<file path="src/wccp_pkg.sv">
// Shared types, constants and helper functions for the weather condition code parser.
package wccp_pkg;

	// Most condition codes one group may hold.
	localparam int MAX_CONDS   = 4;
	localparam int CNT_W       = $clog2(MAX_CONDS + 1);
	localparam int SHOWN_SLOTS = (MAX_CONDS < 4) ? MAX_CONDS : 4;
	localparam int NUM_CODES   = 31;

	localparam logic [7:0] CH_PLUS  = 8'h2B;
	localparam logic [7:0] CH_MINUS = 8'h2D;

	// Two-letter condition codes; code number is the position plus one.
	localparam logic [15:0] CODE_PAIRS [NUM_CODES] = '{
		"VC", "BC", "BL", "DR", "FZ", "MI", "PR", "SH", "TS", "DZ", "GR",
		"GS", "IC", "PL", "RA", "SG", "SN", "UP", "BR", "DU", "FG", "FU",
		"HZ", "PY", "SA", "VA", "DS", "FC", "PO", "SQ", "SS"
	};

	typedef enum logic [1:0] {
		ST_OK       = 2'd0,
		ST_DANGLING = 2'd1,
		ST_UNKNOWN  = 2'd2,
		ST_TOO_MANY = 2'd3
	} status_t;

	typedef enum logic [1:0] {
		INT_NONE  = 2'd0,
		INT_LIGHT = 2'd1,
		INT_HEAVY = 2'd2
	} intensity_t;

	typedef struct packed {
		logic                        at_start;
		logic                        half_pending;
		logic [7:0]                  first_letter;
		logic [CNT_W-1:0]            slot_count;
		logic [MAX_CONDS-1:0][4:0]   slot_codes;
		intensity_t                  intensity;
		status_t                     error;
	} parse_state_t;

	localparam parse_state_t STATE_RESET = '{
		at_start:     1'b1,
		half_pending: 1'b0,
		first_letter: 8'h00,
		slot_count:   '0,
		slot_codes:   '0,
		intensity:    INT_NONE,
		error:        ST_OK
	};

	function automatic logic [7:0] to_upper(input logic [7:0] c);
		logic [7:0] r;
		r = c;
		if (c >= 8'h61 && c <= 8'h7A) begin
			r = c - 8'd32;
		end
		return r;
	endfunction

	// Returns 1..31 for a known pair and 0 for an unknown one.
	function automatic logic [4:0] code_lookup(input logic [7:0] a, input logic [7:0] b);
		logic [4:0] code;
		code = '0;
		for (int i = 0; i < NUM_CODES; i++) begin
			if (CODE_PAIRS[i] == {a, b}) begin
				code = 5'(i + 1);
			end
		end
		return code;
	endfunction

endpackage

</file>
<file path="src/wccp_if.sv">
// Handshake channels for the parser: one character in, one parse result out.
interface wccp_char_if;
	logic       valid;
	logic       ready;
	logic [7:0] ch;
	logic       last;

	modport source (output valid, output ch, output last, input ready);
	modport sink (input valid, input ch, input last, output ready);
endinterface

interface wccp_result_if;
	logic        valid;
	logic        ready;
	logic [1:0]  status;
	logic [1:0]  intensity;
	logic [2:0]  code_count;
	logic [19:0] codes;

	modport source (output valid, output status, output intensity, output code_count,
		output codes, input ready);
	modport sink (input valid, input status, input intensity, input code_count,
		input codes, output ready);
endinterface

</file>
<file path="src/weather_condition_code_parser_top.sv">
// Parser for a present-weather group that takes one character per cycle, save while a last
// character is stalled, and reports one result per group. Characters arrive on text with last
// marking the end of the group; each item passes through an input register, and the combinational
// parse step (a parallel compare against all 31 codes) updates the parse state. The result is
// registered in the output register as the last character leaves the input stage and is held
// until taken; only a last character is stalled while an untaken result is still waiting.
module weather_condition_code_parser_top
	import wccp_pkg::*;
(
	input  logic                 clk,
	input  logic                 arst_n,
	wccp_char_if.sink            text,
	wccp_result_if.source        report
);

	logic         valid_s1;
	logic [7:0]   ch_s1;
	logic         last_s1;
	logic         advance;

	parse_state_t state_q;
	parse_state_t state_nxt;
	status_t      final_status;
	logic [19:0]  packed_codes;

	logic         out_valid_q;
	logic [1:0]   status_q;
	logic [1:0]   intensity_q;
	logic [2:0]   count_q;
	logic [19:0]  codes_q;

	// The stage may move on unless it holds a last character and the result slot is still full.
	assign advance    = valid_s1 && (!last_s1 || !out_valid_q || report.ready);
	assign text.ready = !valid_s1 || advance;

	always_ff @(posedge clk or negedge arst_n) begin
		if (!arst_n) begin
			valid_s1 <= 1'b0;
		end else if (text.ready) begin
			valid_s1 <= text.valid;
		end
	end

	always_ff @(posedge clk) begin
		if (text.ready && text.valid) begin
			ch_s1   <= text.ch;
			last_s1 <= text.last;
		end
	end

	always_comb begin
		logic       sign;
		logic [7:0] up;
		logic [4:0] code;
		state_nxt = state_q;
		sign      = state_q.at_start && (ch_s1 == CH_PLUS || ch_s1 == CH_MINUS);
		up        = to_upper(ch_s1);
		code      = code_lookup(state_q.first_letter, up);
		if (state_q.at_start) begin
			state_nxt.at_start = 1'b0;
			if (ch_s1 == CH_PLUS) begin
				state_nxt.intensity = INT_HEAVY;
			end else if (ch_s1 == CH_MINUS) begin
				state_nxt.intensity = INT_LIGHT;
			end
		end
		if (!sign && state_q.error == ST_OK) begin
			if (!state_q.half_pending) begin
				if (state_q.slot_count >= CNT_W'(MAX_CONDS)) begin
					state_nxt.error = ST_TOO_MANY;
				end else begin
					state_nxt.first_letter = up;
					state_nxt.half_pending = 1'b1;
				end
			end else begin
				state_nxt.half_pending = 1'b0;
				if (code == 5'd0) begin
					state_nxt.error = ST_UNKNOWN;
				end else if (state_q.slot_count < CNT_W'(MAX_CONDS)) begin
					for (int i = 0; i < MAX_CONDS; i++) begin
						if (state_q.slot_count == CNT_W'(i)) begin
							state_nxt.slot_codes[i] = code;
						end
					end
					state_nxt.slot_count = state_q.slot_count + 1'b1;
				end
			end
		end
	end

	always_comb begin
		final_status = state_nxt.error;
		if (state_nxt.error == ST_OK && state_nxt.half_pending) begin
			final_status = ST_DANGLING;
		end
		packed_codes = '0;
		for (int i = 0; i < SHOWN_SLOTS; i++) begin
			packed_codes[5*i +: 5] = state_nxt.slot_codes[i];
		end
	end

	always_ff @(posedge clk or negedge arst_n) begin
		if (!arst_n) begin
			state_q <= STATE_RESET;
		end else if (advance) begin
			state_q <= last_s1 ? STATE_RESET : state_nxt;
		end
	end

	always_ff @(posedge clk or negedge arst_n) begin
		if (!arst_n) begin
			out_valid_q <= 1'b0;
		end else if (advance && last_s1) begin
			out_valid_q <= 1'b1;
		end else if (report.ready) begin
			out_valid_q <= 1'b0;
		end
	end

	always_ff @(posedge clk) begin
		if (advance && last_s1) begin
			status_q    <= final_status;
			intensity_q <= state_nxt.intensity;
			count_q     <= 3'(state_nxt.slot_count);
			codes_q     <= packed_codes;
		end
	end

	assign report.valid      = out_valid_q;
	assign report.status     = status_q;
	assign report.intensity  = intensity_q;
	assign report.code_count = count_q;
	assign report.codes      = codes_q;

	a_count_bound: assert property (@(posedge clk) disable iff (!arst_n)
		state_q.slot_count <= CNT_W'(MAX_CONDS))
		else $error("slot count exceeds the slot capacity");

	a_half_has_room: assert property (@(posedge clk) disable iff (!arst_n)
		state_q.half_pending |-> state_q.slot_count < CNT_W'(MAX_CONDS))
		else $error("pending first letter without a free slot");

	a_group_end_clears: assert property (@(posedge clk) disable iff (!arst_n)
		advance && last_s1 |=> state_q.at_start && !state_q.half_pending)
		else $error("parse state not cleared after the end of a group");

	a_no_result_overwrite: assert property (@(posedge clk) disable iff (!arst_n)
		out_valid_q && !report.ready |-> !(advance && last_s1))
		else $error("waiting result overwritten");

	a_intensity_only_at_start: assert property (@(posedge clk) disable iff (!arst_n)
		advance && !state_q.at_start && !last_s1 |=> $stable(state_q.intensity))
		else $error("intensity changed after the first character");

endmodule

</file>
<file path="src/flat_wrapper.sv">
// flat-port wrapper written by rule: the top's interface ports become plain ports
module weather_condition_code_parser_top_flat import wccp_pkg::*;
  (clk, arst_n, text_valid, text_ch, text_last, text_ready, report_valid, report_status, report_intensity, report_code_count, report_codes, report_ready);
  wccp_char_if text_i ();
  wccp_result_if report_i ();
  input  logic clk;
  input  logic arst_n;
  input wire logic [$bits(text_i.valid)-1:0] text_valid;
  input wire logic [$bits(text_i.ch)-1:0] text_ch;
  input wire logic [$bits(text_i.last)-1:0] text_last;
  output wire logic [$bits(text_i.ready)-1:0] text_ready;
  output wire logic [$bits(report_i.valid)-1:0] report_valid;
  output wire logic [$bits(report_i.status)-1:0] report_status;
  output wire logic [$bits(report_i.intensity)-1:0] report_intensity;
  output wire logic [$bits(report_i.code_count)-1:0] report_code_count;
  output wire logic [$bits(report_i.codes)-1:0] report_codes;
  input wire logic [$bits(report_i.ready)-1:0] report_ready;
  assign text_i.valid = text_valid;
  assign text_i.ch = text_ch;
  assign text_i.last = text_last;
  assign text_ready = text_i.ready;
  assign report_valid = report_i.valid;
  assign report_status = report_i.status;
  assign report_intensity = report_i.intensity;
  assign report_code_count = report_i.code_count;
  assign report_codes = report_i.codes;
  assign report_i.ready = report_ready;
  weather_condition_code_parser_top u_core (.clk(clk), .arst_n(arst_n), .text(text_i), .report(report_i));
endmodule
</file>
<file path="config.mk">
export PLATFORM = sky130hd
export DESIGN_NAME = weather_condition_code_parser_top_flat
export DESIGN_NICKNAME = d
export VERILOG_FILES = /design/src/wccp_pkg.sv /design/src/wccp_if.sv /design/src/weather_condition_code_parser_top.sv /design/src/flat_wrapper.sv
export SDC_FILE = /design/constraint.sdc
export NUM_CORES = 1
export LEC_CHECK = 0
export ABC_AREA = 1
export BUFFER_PORTS_ARGS = -buffer_cell sky130_fd_sc_hd__buf_2
export CORE_UTILIZATION = 30
export DETAILED_ROUTE_END_ITERATION = 12
export PLACE_DENSITY_LB_ADDON = 0.3
export SYNTH_ARGS = -nofsm -noshare
export SYNTH_HDL_FRONTEND = slang
export SYNTH_SLANG_ARGS = --single-unit
</file>
<file path="constraint.sdc">
create_clock -name clk -period 4.1 [get_ports clk]
set_clock_uncertainty 0.1 [all_clocks]
set_input_delay 0.82 -clock clk [delete_from_list [all_inputs] [get_ports clk]]
set_output_delay 0.82 -clock clk [all_outputs]
set_load 0.01 [all_outputs]
</file>
==> qor.txt, run 1 <==
Leak - 2.504 nW
postcts setup bufs - 0
H-tree depth - 3
fin worst setup slack - 0.5590 ns
Reg clk slew, reported paths - 0.06 ns
Synth area leaders - edfxtp_1, dfrtp_1, nand2_1
# nets final - 603
post-synth top area share - 25.12%
register area - 2058 um^2
antenna-violating nets left - 0
Reg2Reg Capture Point - u_core.report.codes[11]
first-pass GRT wire length - 17680 um
Vias - 3650
Fin. Hold Viols - 0
root buf cell - clkbuf_16
Rows - 43
share of synthesized registers carrying an async set or reset - 52.00%
final core area utilization - 36.20%
core box area - 13930 um^2
DRT iter0 DRCs - 298
GRT overflow - 0
Min-Delay Startpoint - u_core.state_q[17]
final hold slack - 0.3773 ns
initial antenna violation count - 0
cell area after synthesis - 4304 um^2
Hold Buf Count CTS - 0
worst slew pin tran - 0.9361 ns
multi-input logic area - 1892 um^2
post-CTS sizing - 0
Critical Path Start - u_core.ch_s1[1]
hold endpoint - u_core.state_q[17]
drt drc - 0
ant diodes - 0
Top-Level Pins - 42
flop2flop setup slack - 0.56 ns
Final Routed Wirelength - 10610 um
starting density of the core - 30.89%
final setup vio count - 0
CTS tree - done
Clk Latency, worst-skew pair - 0.34 ns
Placer Congestion - 0.9518
WL per Instance - 13.78 um
Worst setup SP type - register
TNS Setup - 0 ns
largest net degree at the start of global routing - 40
fmax - 282.4 MHz
fin crit share - 86.36%
Slew headroom - 37.12%
Worst VDD drop - 0.2677 mV
CP required - 4.10 ns
top_reg_cell synth - dfrtp_1
status - completed
Worst Setup End Kind - register
Max Cap Viol - 0
die width - 121.8 um
I/O Buffers - 41
Synth Instances - 533
reg2reg start - u_core.ch_s1[1]
share of layout cells above drive strength 1 - 17.29%
fin crit period - 3.541 ns
EDFF count, synth - 36
dpl hpwl - 8144 um
synthesized area per cell - 8.075 um^2
synthesis-stage register bit count - 75
die height - 121.8 um
hold crit path type - register to register
RSZ-0062 raised after global routing - false
area grow syn2layout - 17.21%
die area - 14830 um^2
vias in the first global route - 3651
Post-synth top cells - nand2_1, inv_1, nand3_1, nor2_1, dfrtp_1
critical path class - register to register
CTS Buf Count - 9
Worst Path Arrival - 3.54 ns
fin. max-slew vios - 0
Cell Pwr Density - 375.6 nW/um^2
Sink Count - 75
buffer depth of the longest clock path - 2
post-synthesis net count - 551
top-count cell post-synth - nand2_1
dpl ws - 0.5514 ns
Yosys top cell by area - edfxtp_1
Ys Warns - 0
Worst R2R Path Depth - 21
number of fill cells - 1427
sequential share of the synthesized area - 47.82%
All-Layer GR Usage - 15.71%
Crit Path Max Fanout - 10
post-synthesis cell type count - 36
Hold Path Depth - 2
Initial DRT Pass Iterations - 4
number of vias per cell - 4.740
[cell families (layout without fill, tap and decap cells)]
group / after synthesis / after routing / synth area share (%)
AND/OR/NAND/NOR: 322 / 322 / 37.09
buffers and inverters: 93 / 150 / 8.227
flip-flops: 75 / 75 / 47.82
AO/OA/AOI/OAI: 38 / 38 / 5.407
adder cells (fa/ha/maj): 5 / 5 / 1.453
[metrics by stage]
step	power, mW	instance area [um^2]	instances
floorplan	1.040	4304	533
global placement	1.128	4751	754
detailed placement	1.128	4751	754
CTS	1.919	5045	770
global route	1.985	5045	770
finish	1.895	5045	770
[where the power goes]
group / switching (mW) / leakage, nW / internal (mW)
sequential: 0.0335 / 0.878 / 0.843
clock: 0.297 / 0.145 / 0.484
combinational: 0.173 / 1.48 / 0.0637
[flip-flops by register name (all words and copies together) (netlist names)]
| name | cells |
|---|---|
| u_core.state_q | 37 |
| u_core.report.codes | 20 |
| u_core.ch_s1 | 8 |
| u_core.report.code_count | 3 |
| u_core.report.intensity | 2 |
| u_core.report.status | 2 |
| u_core.last_s1 | 1 |
| u_core.report.valid | 1 |
| u_core.valid_s1 | 1 |
[worst max-delay path, cell delays in order, from the launching register on]
cell	delay, ns
edfxtp_1	0.47
nor2_1	0.29
nand3_1	0.13
nand2_1	0.09
inv_2	0.04
nand2_2	0.07
nand2_1	0.07
nand2_1	0.10
nor2_4	0.08
nand3_1	0.15
nor2_1	0.08
nor2_1	0.18
nand4_1	0.11
nor2_1	0.11
nand4_1	0.09
nor2_1	0.11
nand4_1	0.10
nor2_2	0.29
nand3_4	0.22
nand3_2	0.16
nand2_1	0.08
and2_1	0.14
[cell type report]
class | count | share of cell area (%)
tap | 180 | 4.464
clock buffer | 11 | 4.812
multi-input combinational | 365 | 37.50
timing repair buffer | 46 | 4.812
sequential | 75 | 40.80
clock inverter | 5 | 1.017
inverter | 88 | 6.597
[metal layers]
metal,track usage [%],vias to the layer above,routed length [um]
met5,0,-,0
met1,19.18,1682,4835
li1,-,1851,-
met2,25.42,96,4973
met3,4.822,21,510
met4,6.867,0,289
[worst max-delay path by stage]
stage	depth (start not counted)	to	slack, ns
finish	21	u_core.report.codes[11]	0.56
global route	21	u_core.report.codes[13]	0.14
CTS	21	u_core.report.codes[11]	0.54
detailed placement	21	u_core.report.codes[11]	0.55
global placement	21	u_core.report.codes[13]	0.56
floorplan	20	u_core.report.codes[0]	1.20
[placed cells by master, fill, tap and decap left out, types with 5 or more instances in the layout]
master,n
inv_1,83
and2_1,14
nor3_1,13
nor2_2,5
buf_4,5
nand2_1,127
o21ai_0,15
nand4_1,24
nand2_2,11
nand3_1,54
o21ai_1,8
nand2_4,8
clkbuf_16,9
ha_1,5
edfxtp_1,36
buf_2,41
nor2_1,50
dfrtp_1,38
Note: power is estimated with default switching activity, not from simulation.
==> run 2, diff against run 1 <==
--- a/config.mk
+++ b/config.mk
@@ -7,7 +7,7 @@
 export LEC_CHECK = 0
 export ABC_AREA = 1
 export BUFFER_PORTS_ARGS = -buffer_cell sky130_fd_sc_hd__buf_2
-export CORE_UTILIZATION = 30
+export CORE_UTILIZATION = 59
 export DETAILED_ROUTE_END_ITERATION = 12
 export PLACE_DENSITY_LB_ADDON = 0.3
 export SYNTH_ARGS = -nofsm -noshare
==> constraint.sdc (replaced) <==
create_clock -name clk -period 3.9 [get_ports clk]
set_clock_uncertainty 0.1 [all_clocks]
set_input_delay 0.78 -clock clk [delete_from_list [all_inputs] [get_ports clk]]
set_output_delay 0.78 -clock clk [all_outputs]
set_load 0.01 [all_outputs]
==> run 2 against run 1 <==
  * Clock-buffer cell count decreased by 2
  * Combinational power increased by 8.4%
  * Register-to-register slack got worse by 0.22 ns
  * Cell count decreased by 11%
==> qor.txt, run 2 (same netlist as run 1, synthesis figures left out) <==
die width - 87.41 um (-28%)
WL per Instance - 15.21 um (+10%)
initial antenna violation count - 0 (unchanged)
buffer depth of the longest clock path - 2 (unchanged)
post-CTS sizing - 0 (unchanged)
All-Layer GR Usage - 29.39% (+14 points)
flop2flop setup slack - 0.34 ns (-0.22 ns)
Top-Level Pins - 42 (unchanged)
slowest CP cell - edfxtp_1
Leak - 2.453 nW (-2.0%)
Vias - 3824 (+4.8%)
multi-input logic area - 1892 um^2 (unchanged)
Worst Setup End Kind - register
die area - 7641 um^2 (-48%)
die height - 87.41 um (-28%)
RSZ-0062 raised after global routing - false
Critical Path Start - u_core.ch_s1[1]
family with the most delay on the worst path - simple AND/OR/NAND/NOR gates
Crit Path Max Fanout - 10 (unchanged)
Worst R2R Path Depth - 21 (unchanged)
root buf cell - clkbuf_8
Final Routed Wirelength - 10430 um (-1.6%)
Fin. Hold Viols - 0 (unchanged)
core box area - 6907 um^2 (-50%)
area grow syn2layout - 12.33%
most common cell after layout, fill and taps aside - nand2_1
hold crit path type - register to register
Reg clk slew, reported paths - 0.09 ns (+0.03 ns)
Cell Pwr Density - 363.3 nW/um^2 (-3.3%)
fin. max-slew vios - 0 (unchanged)
Initial DRT Pass Iterations - 5 (+1)
Sink Count - 75 (unchanged)
CP cell instances - nor2_1 -> nand3_1 -> nand2_1 -> inv_2 -> nand2_2 -> nand2_1 -> nand2_1 -> nor2_4 -> nand3_1 -> nor2_1 -> nor2_1 -> nand4_1 -> nor2_1 -> nand4_1 -> nor2_1 -> nand4_1 -> nor2_2 -> nand3_4 -> nand3_2 -> nand2_1 -> and2_1
WP buf/inv - 1 (unchanged)
number of fill cells - 586 (-59%)
status - completed
Reg2Reg Capture Point - u_core.report.codes[13]
Worst setup SP type - register
Clk Latency, worst-skew pair - 0.36 ns (+0.02 ns)
vias in the first global route - 3579 (-2.0%)
Worst Path Arrival - 3.59 ns (+0.05 ns)
GRT overflow - 0 (unchanged)
max reg flops - 37 (unchanged)
worst slew pin tran - 0.9267 ns (-0.009376 ns)
TNS Setup - 0 ns (unchanged)
most frequent cells in the layout - nand2_1, inv_1, nand3_1
final hold slack - 0.3903 ns (+0.01307 ns)
Placer Congestion - 1.059 (+11%)
H-tree depth - 3 (unchanged)
fin worst setup slack - 0.3377 ns (-0.2213 ns)
ant diodes - 0 (unchanged)
critical path class - register to register
reg2reg start - u_core.ch_s1[1]
drt drc - 0 (unchanged)
number of vias per cell - 5.574 (+18%)
dpl ws - 0.4034 ns (-0.1479 ns)
fin crit share - 91.34% (+5.0 points)
fmax - 280.7 MHz (-0.60%)
cell mode on critical path - nor2_1
postcts setup bufs - 0 (unchanged)
Min-Delay Startpoint - u_core.state_q[11]
Finished Layout Cells - 686 (-11%)
fin crit period - 3.562 ns (+0.02130 ns)
hold endpoint - u_core.state_q[11]
I/O Buffers - 41 (unchanged)
DP Cell Count - 670 (-11%)
antenna-violating nets left - 0 (unchanged)
CTS Buf Count - 9 (unchanged)
register area - 2058 um^2 (unchanged)
Rows - 30 (-30%)
final setup vio count - 0 (unchanged)
starting density of the core - 62.32% (+31 points)
CP required - 3.93 ns (-0.17 ns)
largest register by flop count - u_core.state_q
dpl hpwl - 7798 um (-4.2%)
Hold Path Depth - 2 (unchanged)
first-pass GRT wire length - 16720 um (-5.5%)
CTS tree - done
Slew headroom - 37.75% (+0.63 points)
largest net degree at the start of global routing - 40 (unchanged)
Hold Buf Count CTS - 0 (unchanged)
Worst VDD drop - 0.3216 mV (+20%)
Worst path max stage delay - 0.47 ns (about the same)
DRT iter0 DRCs - 382 (+28%)
Max Cap Viol - 0 (unchanged)
share of layout cells above drive strength 1 - 17.80% (+0.51 points)
# nets final - 603 (unchanged)
[run 2: cell count changes in the layout (fill, tap and decap cells not counted), moves of 2 or more]
cell,change
clkinv_4,+2
clkinv_1,-2
clkbuf_16,-9
inv_8,+2
clkbuf_8,+8
[run 2: cell type report]
cell class	count	area share [%]
flip-flops and latches	75	42.57
multi-input cells	365	39.13
clock inverters	7	1.346
well taps	96	2.484
repair buffers	46	5.021
inverters	88	6.884
clock buffers	9	2.562
[run 2: stage by stage]
stage               power (mW)  area [um^2]  utilization (%)
floorplan                1.093         4304                -
global placement         1.180         4646            67.26
detailed placement       1.188         4646            67.26
CTS                      1.757         4835            70.00
global route             1.826         4835            70.00
finish                   1.756         4835            70.00
[run 2: power by group]
part | internal (mW) | total (mW) | leakage [nW] | switching, mW
Sequential | 0.884 | 0.920 | 0.878 | 0.0360
Combinational | 0.0670 | 0.257 | 1.48 | 0.190
Clock | 0.246 | 0.579 | 0.0943 | 0.333
[run 2: worst min-delay path: stages (launching register included)]
cell	delay, ns
dfrtp_1	0.35
nand2_1	0.06
nand2_1	0.06
[run 2: worst max path at each step]
stage / endpoint / slack (ns) / cells after the start
detailed placement: u_core.report.codes[13] / 0.40 / 21
finish: u_core.report.codes[13] / 0.34 / 21
floorplan: u_core.report.codes[0] / 1.00 / 20
global route: u_core.report.codes[13] / 0.05 / 21
CTS: u_core.report.codes[13] / 0.39 / 21
global placement: u_core.report.codes[13] / 0.49 / 21
[run 2: metal layers]
layer  GRT usage, %  wire [um]
met5              0          0
met4          11.48        189
met3          5.687        737
met2          48.22       4951
met1          38.48       4556
